==> config.mk <==
export PLATFORM = sky130hd
export DESIGN_NAME = replication_progress_tracker_unit
export DESIGN_NICKNAME = d
export VERILOG_FILES = /design/src/rpt_pkg.sv /design/src/rpt_core.sv /design/src/replication_progress_tracker_unit.sv
export VERILOG_INCLUDE_DIRS = /design/src /design/src/src
export SDC_FILE = /design/constraint.sdc
export NUM_CORES = 2
export LEC_CHECK = 0
export ABC_CLOCK_PERIOD_IN_PS = 8260
export BUFFER_PORTS_ARGS = -buffer_cell sky130_fd_sc_hd__buf_2
export CAP_MARGIN = 20
export CELL_PAD_IN_SITES_DETAIL_PLACEMENT = 1
export CELL_PAD_IN_SITES_GLOBAL_PLACEMENT = 1
export CORE_MARGIN = 5
export CORE_UTILIZATION = 49
export CTS_BUF_LIST = sky130_fd_sc_hd__clkbuf_4
export CTS_CLUSTER_SIZE = 24
export DETAILED_ROUTE_END_ITERATION = 7
export PLACE_DENSITY_LB_ADDON = 0.05
export SYNTH_ARGS = -nofsm -noshare
export SYNTH_HDL_FRONTEND = slang
export SYNTH_SLANG_ARGS = --single-unit
export TNS_END_PERCENT = 10
==> constraint.sdc <==
create_clock -name clk -period 8.26 [get_ports clk]
set_clock_uncertainty 0.1 [all_clocks]
set_input_delay 1.239 -clock clk [delete_from_list [all_inputs] [get_ports clk]]
set_output_delay 1.239 -clock clk [all_outputs]
set_load 0.1 [all_outputs]
==> src/replication_progress_tracker_unit_defines.svh <==
// Assertion macros used by the tracker core RTL (rpt_core).
`ifndef REPLICATION_PROGRESS_TRACKER_UNIT_DEFINES_SVH
`define REPLICATION_PROGRESS_TRACKER_UNIT_DEFINES_SVH

// same-cycle implication, disabled while reset is asserted
`define RPT_ASSERT_IMPL(label, clk, rst_n, ante, cons) \
	label: assert property (@(posedge clk) disable iff (!rst_n) (ante) |-> (cons)) \
		else $error("rpt check failed");

// next-cycle implication, disabled while reset is asserted
`define RPT_ASSERT_NEXT(label, clk, rst_n, ante, cons) \
	label: assert property (@(posedge clk) disable iff (!rst_n) (ante) |=> (cons)) \
		else $error("rpt check failed");

`endif

==> src/rpt_pkg.sv <==
// Types, codes and helpers for the replication progress tracker.
`timescale 1ns / 1ps

package rpt_pkg;

	localparam int IDX_W   = 64;
	localparam int WIN_W   = 32;
	localparam int STALL_W = 8;
	localparam int MODE_W  = 4;
	localparam int CFG_IDX_W = 8;
	localparam int CFG_DATA_W = 32;
	localparam int IN_DATA_W  = 136;
	localparam int OUT_DATA_W = 168;

	// event codes
	localparam logic [MODE_W-1:0] MODE_REJECT    = 4'd0;
	localparam logic [MODE_W-1:0] MODE_ACK       = 4'd1;
	localparam logic [MODE_W-1:0] MODE_TICK      = 4'd2;
	localparam logic [MODE_W-1:0] MODE_HB_CHECK  = 4'd3;
	localparam logic [MODE_W-1:0] MODE_HB_RESET  = 4'd4;
	localparam logic [MODE_W-1:0] MODE_ADV_NEXT  = 4'd5;
	localparam logic [MODE_W-1:0] MODE_REPLICATE = 4'd6;
	localparam logic [MODE_W-1:0] MODE_PROBE     = 4'd7;
	localparam logic [MODE_W-1:0] MODE_SET_ACT   = 4'd8;
	localparam logic [MODE_W-1:0] MODE_RESET     = 4'd9;
	localparam logic [MODE_W-1:0] MODE_PAUSE     = 4'd10;

	// configuration register indexes
	localparam logic [CFG_IDX_W-1:0] CFG_WINDOW_LIMIT = 8'd0;
	localparam logic [CFG_IDX_W-1:0] CFG_STALL_LIMIT  = 8'd1;

	localparam logic [WIN_W-1:0]   WINDOW_LIMIT_RST = 32'd64;
	localparam logic [STALL_W-1:0] STALL_LIMIT_RST  = 8'd5;

	typedef struct packed {
		logic [MODE_W-1:0] mode;
		logic [IDX_W-1:0]  log_index;
		logic [IDX_W-1:0]  reject_hint;
		logic              flag_value;
	} item_t;

	typedef struct packed {
		logic [WIN_W-1:0]   window_limit;
		logic [STALL_W-1:0] stall_tick_limit;
	} cfg_t;

	typedef struct packed {
		logic              accepted;
		logic              in_probe;
		logic [IDX_W-1:0]  next_out;
		logic [IDX_W-1:0]  matched_out;
		logic [WIN_W-1:0]  window_out;
		logic              paused_out;
		logic              active_out;
		logic              voter_out;
		logic              precondition_error;
	} result_t;

	function automatic logic [IDX_W-1:0] inc_sat(input logic [IDX_W-1:0] v);
		return (v == '1) ? v : v + 64'd1;
	endfunction

endpackage

==> src/rpt_core.sv <==
// Follower progress state and the per-event update logic.
`timescale 1ns / 1ps
`include "replication_progress_tracker_unit_defines.svh"

module rpt_core (
	input  logic             clk,
	input  logic             arst_n,
	input  logic             step,
	input  rpt_pkg::item_t   item,
	input  rpt_pkg::cfg_t    cfg,
	output rpt_pkg::result_t res
);

	logic                        probe_q, paused_q, active_q, voter_q;
	logic [rpt_pkg::IDX_W-1:0]   next_q, matched_q;
	logic [rpt_pkg::WIN_W-1:0]   win_q;
	logic [rpt_pkg::STALL_W-1:0] stall_q;

	logic                        probe_d, paused_d, active_d, voter_d;
	logic [rpt_pkg::IDX_W-1:0]   next_d, matched_d;
	logic [rpt_pkg::WIN_W-1:0]   win_d;
	logic [rpt_pkg::STALL_W-1:0] stall_d;
	logic                        acc, err;

	logic [rpt_pkg::IDX_W-1:0]   m1, n_rej, idx1;
	logic [rpt_pkg::WIN_W:0]     win_dbl;
	logic [rpt_pkg::WIN_W-1:0]   win_sat, win_lim, win_ack, win_half;
	logic                        m1_exact;

	always_comb begin
		m1       = rpt_pkg::inc_sat(matched_q);
		m1_exact = (matched_q != '1) && (next_q == m1);
		idx1     = rpt_pkg::inc_sat(item.log_index);

		// probe-state reject: clamp next between matched+1 and the rejected index
		n_rej = rpt_pkg::inc_sat(item.reject_hint);
		if (item.log_index < n_rej)
			n_rej = item.log_index;
		if (n_rej == '0)
			n_rej = 64'd1;
		if (n_rej < m1)
			n_rej = m1;

		win_dbl  = {win_q, 1'b0};
		win_sat  = win_dbl[rpt_pkg::WIN_W] ? '1 : win_dbl[rpt_pkg::WIN_W-1:0];
		win_lim  = (cfg.window_limit == '0) ? 32'd1 : cfg.window_limit;
		win_ack  = (win_sat > win_lim) ? win_lim : win_sat;
		win_half = win_q >> 1;
		if (win_half == '0)
			win_half = 32'd1;
	end

	always_comb begin
		probe_d   = probe_q;
		next_d    = next_q;
		matched_d = matched_q;
		win_d     = win_q;
		stall_d   = stall_q;
		paused_d  = paused_q;
		active_d  = active_q;
		voter_d   = voter_q;
		acc       = 1'b0;
		err       = 1'b0;
		unique case (item.mode)
			rpt_pkg::MODE_REJECT: begin
				if (!probe_q) begin
					if (item.log_index > matched_q) begin
						next_d = m1;
						win_d  = win_half;
						acc    = 1'b1;
					end
				end else if (item.log_index == next_q - 64'd1) begin
					next_d   = n_rej;
					paused_d = 1'b0;
					acc      = 1'b1;
				end
			end
			rpt_pkg::MODE_ACK: begin
				if (item.log_index > matched_q) begin
					matched_d = item.log_index;
					paused_d  = 1'b0;
					stall_d   = '0;
					win_d     = win_ack;
					acc       = 1'b1;
				end
				if (idx1 > next_q)
					next_d = idx1;
			end
			rpt_pkg::MODE_TICK: begin
				if (stall_q != '1)
					stall_d = stall_q + 8'd1;
			end
			rpt_pkg::MODE_HB_CHECK: begin
				if (m1_exact) begin
					stall_d = '0;
				end else begin
					err = (next_q <= matched_q);
					acc = (stall_q >= cfg.stall_tick_limit);
				end
			end
			rpt_pkg::MODE_HB_RESET: begin
				err = (next_q <= matched_q) || m1_exact;
				if (!probe_q) begin
					probe_d = 1'b1;
					next_d  = m1;
				end
				paused_d = 1'b0;
				stall_d  = '0;
			end
			rpt_pkg::MODE_ADV_NEXT: begin
				if (item.log_index == '0 || item.log_index <= next_q)
					err = 1'b1;
				else
					next_d = item.log_index;
			end
			rpt_pkg::MODE_REPLICATE: begin
				if (probe_q) begin
					probe_d  = 1'b0;
					next_d   = m1;
					paused_d = 1'b0;
				end else if (paused_q) begin
					err = 1'b1;
				end
			end
			rpt_pkg::MODE_PROBE: begin
				if (!probe_q) begin
					probe_d  = 1'b1;
					next_d   = m1;
					paused_d = 1'b0;
				end
			end
			rpt_pkg::MODE_SET_ACT: begin
				active_d = item.flag_value;
			end
			rpt_pkg::MODE_RESET: begin
				if (item.log_index == '0) begin
					err = 1'b1;
				end else begin
					next_d    = item.log_index;
					matched_d = '0;
					probe_d   = (item.log_index > 64'd1);
					voter_d   = item.flag_value;
					paused_d  = 1'b0;
					active_d  = 1'b1;
				end
			end
			rpt_pkg::MODE_PAUSE: begin
				paused_d = 1'b1;
			end
			default: begin
			end
		endcase
	end

	always_ff @(posedge clk or negedge arst_n) begin
		if (!arst_n) begin
			probe_q   <= 1'b1;
			next_q    <= 64'd1;
			matched_q <= '0;
			win_q     <= 32'd1;
			stall_q   <= '0;
			paused_q  <= 1'b0;
			active_q  <= 1'b1;
			voter_q   <= 1'b1;
		end else if (step) begin
			probe_q   <= probe_d;
			next_q    <= next_d;
			matched_q <= matched_d;
			win_q     <= win_d;
			stall_q   <= stall_d;
			paused_q  <= paused_d;
			active_q  <= active_d;
			voter_q   <= voter_d;
		end
	end

	assign res.accepted           = acc;
	assign res.in_probe           = probe_d;
	assign res.next_out           = next_d;
	assign res.matched_out        = matched_d;
	assign res.window_out         = win_d;
	assign res.paused_out         = paused_d;
	assign res.active_out         = active_d;
	assign res.voter_out          = voter_d;
	assign res.precondition_error = err;

	`RPT_ASSERT_IMPL(a_win_nonzero, clk, arst_n, 1'b1, win_q != '0)
	`RPT_ASSERT_NEXT(a_tick_keeps_idx, clk, arst_n, step && item.mode == rpt_pkg::MODE_TICK, $stable(next_q) && $stable(matched_q))
	`RPT_ASSERT_IMPL(a_acc_modes, clk, arst_n, step && acc, item.mode == rpt_pkg::MODE_REJECT || item.mode == rpt_pkg::MODE_ACK || item.mode == rpt_pkg::MODE_HB_CHECK)
	`RPT_ASSERT_NEXT(a_ack_clears_stall, clk, arst_n, step && item.mode == rpt_pkg::MODE_ACK && acc, stall_q == '0)
	`RPT_ASSERT_IMPL(a_adv_zero_err, clk, arst_n, step && item.mode == rpt_pkg::MODE_ADV_NEXT && item.log_index == '0, err)

endmodule

==> src/replication_progress_tracker_unit.sv <==
// An accepted word goes to the input reg; its result word waits in the result reg.
// One event per cycle unless the master side stalls; the state update is combinational.
// The result register frees the input side: one event waits in the input register
// while a result is held by a stalled master side.
// Reset (arst_n low, async): pipeline empty, probe state, next 1, matched 0, window 1,
// window_limit 64, stall_tick_limit 5.
`timescale 1ns / 1ps

module replication_progress_tracker_unit (
	input  logic                                clk,
	input  logic                                arst_n,
	input  logic                                s_tvalid,
	output logic                                s_tready,
	// log_index[63:0], reject_hint[127:64], flag_value[128], zero pad
	input  logic [rpt_pkg::IN_DATA_W-1:0]       s_tdata,
	// mode[3:0]
	input  logic [rpt_pkg::MODE_W-1:0]          s_tuser,
	output logic                                m_tvalid,
	input  logic                                m_tready,
	// accepted[0], in_probe[1], next_out[65:2], matched_out[129:66],
	// window_out[161:130], paused_out[162], active_out[163], voter_out[164],
	// precondition_error[165], zero pad
	output logic [rpt_pkg::OUT_DATA_W-1:0]      m_tdata,
	input  logic                                cfg_valid,
	output logic                                cfg_ready,
	input  logic [rpt_pkg::CFG_IDX_W-1:0]       cfg_index,
	input  logic [rpt_pkg::CFG_DATA_W-1:0]      cfg_data
);

	rpt_pkg::item_t   item_s1;
	logic             vld_s1;
	rpt_pkg::result_t res_s2;
	logic             vld_s2;
	rpt_pkg::result_t res_comb;
	rpt_pkg::cfg_t    cfg_q;
	logic             adv;

	assign adv       = vld_s1 && (!vld_s2 || m_tready);
	assign s_tready  = !vld_s1 || adv;
	assign cfg_ready = 1'b1;

	always_ff @(posedge clk or negedge arst_n) begin
		if (!arst_n) begin
			vld_s1 <= 1'b0;
		end else if (s_tready) begin
			vld_s1 <= s_tvalid;
		end
	end

	always_ff @(posedge clk) begin
		if (s_tvalid && s_tready) begin
			item_s1.mode        <= s_tuser;
			item_s1.log_index   <= s_tdata[63:0];
			item_s1.reject_hint <= s_tdata[127:64];
			item_s1.flag_value  <= s_tdata[128];
		end
	end

	always_ff @(posedge clk or negedge arst_n) begin
		if (!arst_n) begin
			vld_s2 <= 1'b0;
		end else if (adv) begin
			vld_s2 <= 1'b1;
		end else if (m_tready) begin
			vld_s2 <= 1'b0;
		end
	end

	always_ff @(posedge clk) begin
		if (adv)
			res_s2 <= res_comb;
	end

	always_ff @(posedge clk or negedge arst_n) begin
		if (!arst_n) begin
			cfg_q.window_limit     <= rpt_pkg::WINDOW_LIMIT_RST;
			cfg_q.stall_tick_limit <= rpt_pkg::STALL_LIMIT_RST;
		end else if (cfg_valid) begin
			unique case (cfg_index)
				rpt_pkg::CFG_WINDOW_LIMIT: cfg_q.window_limit     <= cfg_data;
				rpt_pkg::CFG_STALL_LIMIT:  cfg_q.stall_tick_limit <= cfg_data[7:0];
				default: begin
				end
			endcase
		end
	end

	rpt_core u_core (
		.clk    (clk),
		.arst_n (arst_n),
		.step   (adv),
		.item   (item_s1),
		.cfg    (cfg_q),
		.res    (res_comb)
	);

	assign m_tvalid = vld_s2;
	assign m_tdata  = {2'b00,
		res_s2.precondition_error,
		res_s2.voter_out,
		res_s2.active_out,
		res_s2.paused_out,
		res_s2.window_out,
		res_s2.matched_out,
		res_s2.next_out,
		res_s2.in_probe,
		res_s2.accepted};

endmodule

==> metrics.csv <==
stage;metric;value;unit
detailed_routing;wl_met3;37.68;mm
timing;tightest_slew;1.408;ns
pwr;power_frac_comb;53.9;%
pwr;switching_share;51.75;%
global_routing;grt_max_degree;119;
detailed_routing;avgViaCountPerCell;7.369;
detailed_routing;drtAntennaViolNets;0;
flow_run;maxCapViolCount;0;
detailed_routing;top_layer;met5;
hold_path;hold_class;input port to register;
critical_path;cp-start-kind;register;
pwr;p_clk_share;19.5;%
finish;final_cell_mix;buf_4, ha_1, nand2_1;
placed_design;io_buffers;345;
clock_tree;cts_buffers;150;
synthesis;avgSynthCellArea;8.795;sq um
critical_path;reg2reg_slack;-0.76;ns
pwr;ir_drop;0.0002553;V
run_status;violations;DRC, setup timing;
synthesis;ys_seq_area_share;31.68;%
clock_tree;cts.path.max_buffers;3;
critical_path;cp.arrival;9.79;ns
clock_tree;cts_max_level;4;
synthesis;ys_ff_latch;513;
detailed_routing;drc_errors;23;
placed_design;gp_congestion;1.085;
critical_path;crit_path_top_delay_cell;a21oi_2;
detailed_routing;wirelength;269.7;mm
clock_tree;cts_root_buf;clkbuf_4;
global_routing;grt_pass1_wl;368.6;mm
floorplanning;dieArea;98580;sq um
placed_design;pre_cts_slack;-0.3515;ns
clock_tree;clk_latency;1.26;ns
synthesis;synth_edf_count;299;
pwr;seqPwrFrac;26.6;%
finish;fin_util;60.01;%
finish;drive_above_1_share;24.65;%
floorplanning;rows;111;
critical_path;critPathKind;register to register;
floorplanning;die_x;314.0;microns
timing;period_needed;9.016;ns
finish;final_common_cell;buf_4;
pwr;power_switching;7570;uW
synthesis;syn_area;45270;sq um
pwr;leakage;0.02343;uW
finish;final_nets;6521;
synthesis;ys_types;111;
detailed_routing;drt_pass1_iterations;8;
synthesis;yosysTopAreaCell;edfxtp_1;
critical_path;path_common_cell;buf_4;
detailed_routing;wl_per_cell;37.20;microns
detailed_routing;initialDrtViolationCount;7960;
placed_design;dp_hpwl;187.5;mm
detailed_routing;dr_wl_met2;110.9;mm
critical_path;worst_ep_required_time;9.03;ns
synthesis;synth_top_cell_area_share;19.83;%
synthesis;syn-instance-count;5148;
critical_path;max_stage_delay;0.52;ns
timing;max_freq;0.1109;GHz
timing;final_max_slew_viol_count;0;
timing;setup_viol;128;
clock_tree;clk_pin_slew;0.08;ns
timing;fin_ws;-0.7564;ns
critical_path;critPathMaxFanout;13;
floorplanning;die_h;314.0;microns
detailed_routing;vias;53420;
synthesis;async_flop_share;41.72;%
clock_tree;cts_tree;built;
global_routing;antenna_found_initial;22;
clock_tree;cts.sinks;513;
run_status;status;finished, violations left;
timing;max_slew_margin;5.170;%
synthesis;yosys_warnings;0;
global_routing;grtUsageTotal;50.54;%
floorplanning;start_util;49.39;%
global_routing;grt_pass1_vias;53140;
synthesis;synthTopCellsByArea;edfxtp_1, ha_1, dfrtp_1;
finish;area_growth;21.49;%
floorplanning;ios;356;
timing;hold_viol_final;0;
pwr;p_int;7059;uW
pwr;p_per_area;266.0;nW/um^2
synthesis;ys.flop_type;edfxtp_1;
global_routing;grt_overflow_total;0;
critical_path;endpoint_kind;register;
floorplanning;fp.coreArea;91660;sq um
detailed_routing;met1_length;93.63;mm
timing;post-route-period-util;109.2;%
## state kept, by name, indices dropped and copies added, names as in the netlist
register / flops
m_tdata: 166
u_core.paused_q: 1
m_tvalid: 1
u_core.voter_q: 1
u_core.stall_q: 8
u_core.win_q: 32
cfg_q: 40
vld_s1: 1
item_s1: 133
u_core.next_q: 64
u_core.probe_q: 1
u_core.matched_q: 64
u_core.active_q: 1
## per-layer routing
metal | GRT usage (%) | vias up
li1 | - | 21070
met4 | 37.46 | 18
met3 | 17.55 | 1687
met5 | 0.1976 | -
met2 | 74.84 | 4802
met1 | 60.74 | 25840
## cell families after synthesis
kind of cell | Yosys count | share of synthesized area, %
other cells | 2 | 0.01659
buf+inv | 614 | 5.378
xor+xnor | 324 | 6.500
mux | 104 | 2.363
simple gates | 1648 | 19.25
fa+ha+maj | 429 | 11.86
flops | 513 | 31.68
compound gates | 1514 | 22.95
## power by group through the flow
stage,sequential (uW),clock (uW),combinational (uW)
6_report,3890,2850,7880
5_1_grt,3880,2990,8050
4_1_cts,3820,2820,7290
3_5_place_dp,3860,0,7130
3_3_place_gp,3840,0,6860
2_1_floorplan,4380,0,3700
## worst max-delay path: cells and delay by family, from the launching register on
kind,cells,cell delay [ns]
adders and majority gates,2,0.58
and+or+nand+nor,10,1.75
xor gates and xnor gates,1,0.16
buffers and inverters,11,1.94
DFF,1,0.42
AOI/OAI and AO/OA,14,3.74
## worst paths after layout
kind                                                 endpoint  cells after the start                        from
worst max-delay path                    m_tdata[17]$_DFFE_PP_                     38       item_s1[28]$_DFFE_PP_
worst min-delay path                   item_s1[111]$_DFFE_PP_                      1                 s_tdata[46]
worst max register to register          m_tdata[17]$_DFFE_PP_                     38       item_s1[28]$_DFFE_PP_
worst min register to register     u_core.voter_q$_DFFE_PN1P_                      2  u_core.voter_q$_DFFE_PN1P_
max in group asynchronous       u_core.next_q[23]$_DFFE_PN0P_                      3                      arst_n
min in group asynchronous       u_core.next_q[44]$_DFFE_PN0P_                      2                      arst_n
## through the flow
step,cells,hold slack [ns],power (uW),instance area [sq um],TNS [ns]
finish,7249,0.1067,14630,55000,-57.92
global route,7225,0.09209,14930,54940,-65.57
CTS,7197,0.07862,13930,54210,0
detailed placement,6913,0.3606,10990,51910,-21.99
global placement,6912,0.3429,10700,51890,-4.397
floorplan,5149,0.3360,8086,45280,0
## Yosys cell counts, types with 34 or more instances
cell / count
a211oi_1: 79
a21boi_1: 59
a21o_1: 119
a21oi_1: 300
a221oi_1: 39
a22o_1: 94
a2bb2oi_1: 50
and2_1: 34
and3_1: 81
and4_1: 36
buf_2: 43
clkbuf_1: 281
dfrtp_1: 206
edfxtp_1: 299
ha_1: 429
inv_1: 240
mux2i_1: 81
nand2_1: 393
nand2b_1: 35
nand3_1: 139
nand4_1: 170
nor2_1: 294
nor2b_1: 40
nor3_1: 154
nor4_1: 100
o21ai_0: 321
o21ai_1: 34
o221ai_1: 45
o31ai_1: 43
or2_2: 47
or3_1: 37
xnor2_1: 237
xor2_1: 78
## cell type report
class | instances | area (sq um)
antenna | 30 | 75.07
clock buffer | 219 | 1644
clock inverter | 59 | 430.4
fill | 10720 | 36660
inverter | 243 | 919.6
multi-input combinational | 4022 | 29280
sequential | 513 | 14340
tap | 1186 | 1484
timing repair buffer | 977 | 6824
## what timing repair did
item	4_1_cts	5_1_grt
endpoints found under the hold margin	53	0
cloned	2	3
hold buffers	1	0
setup endpoints to repair	127	128
pin swaps	9	30
gates resized for setup	26	101
buffers inserted	4	19
Note: power is estimated with default switching activity, not from simulation.
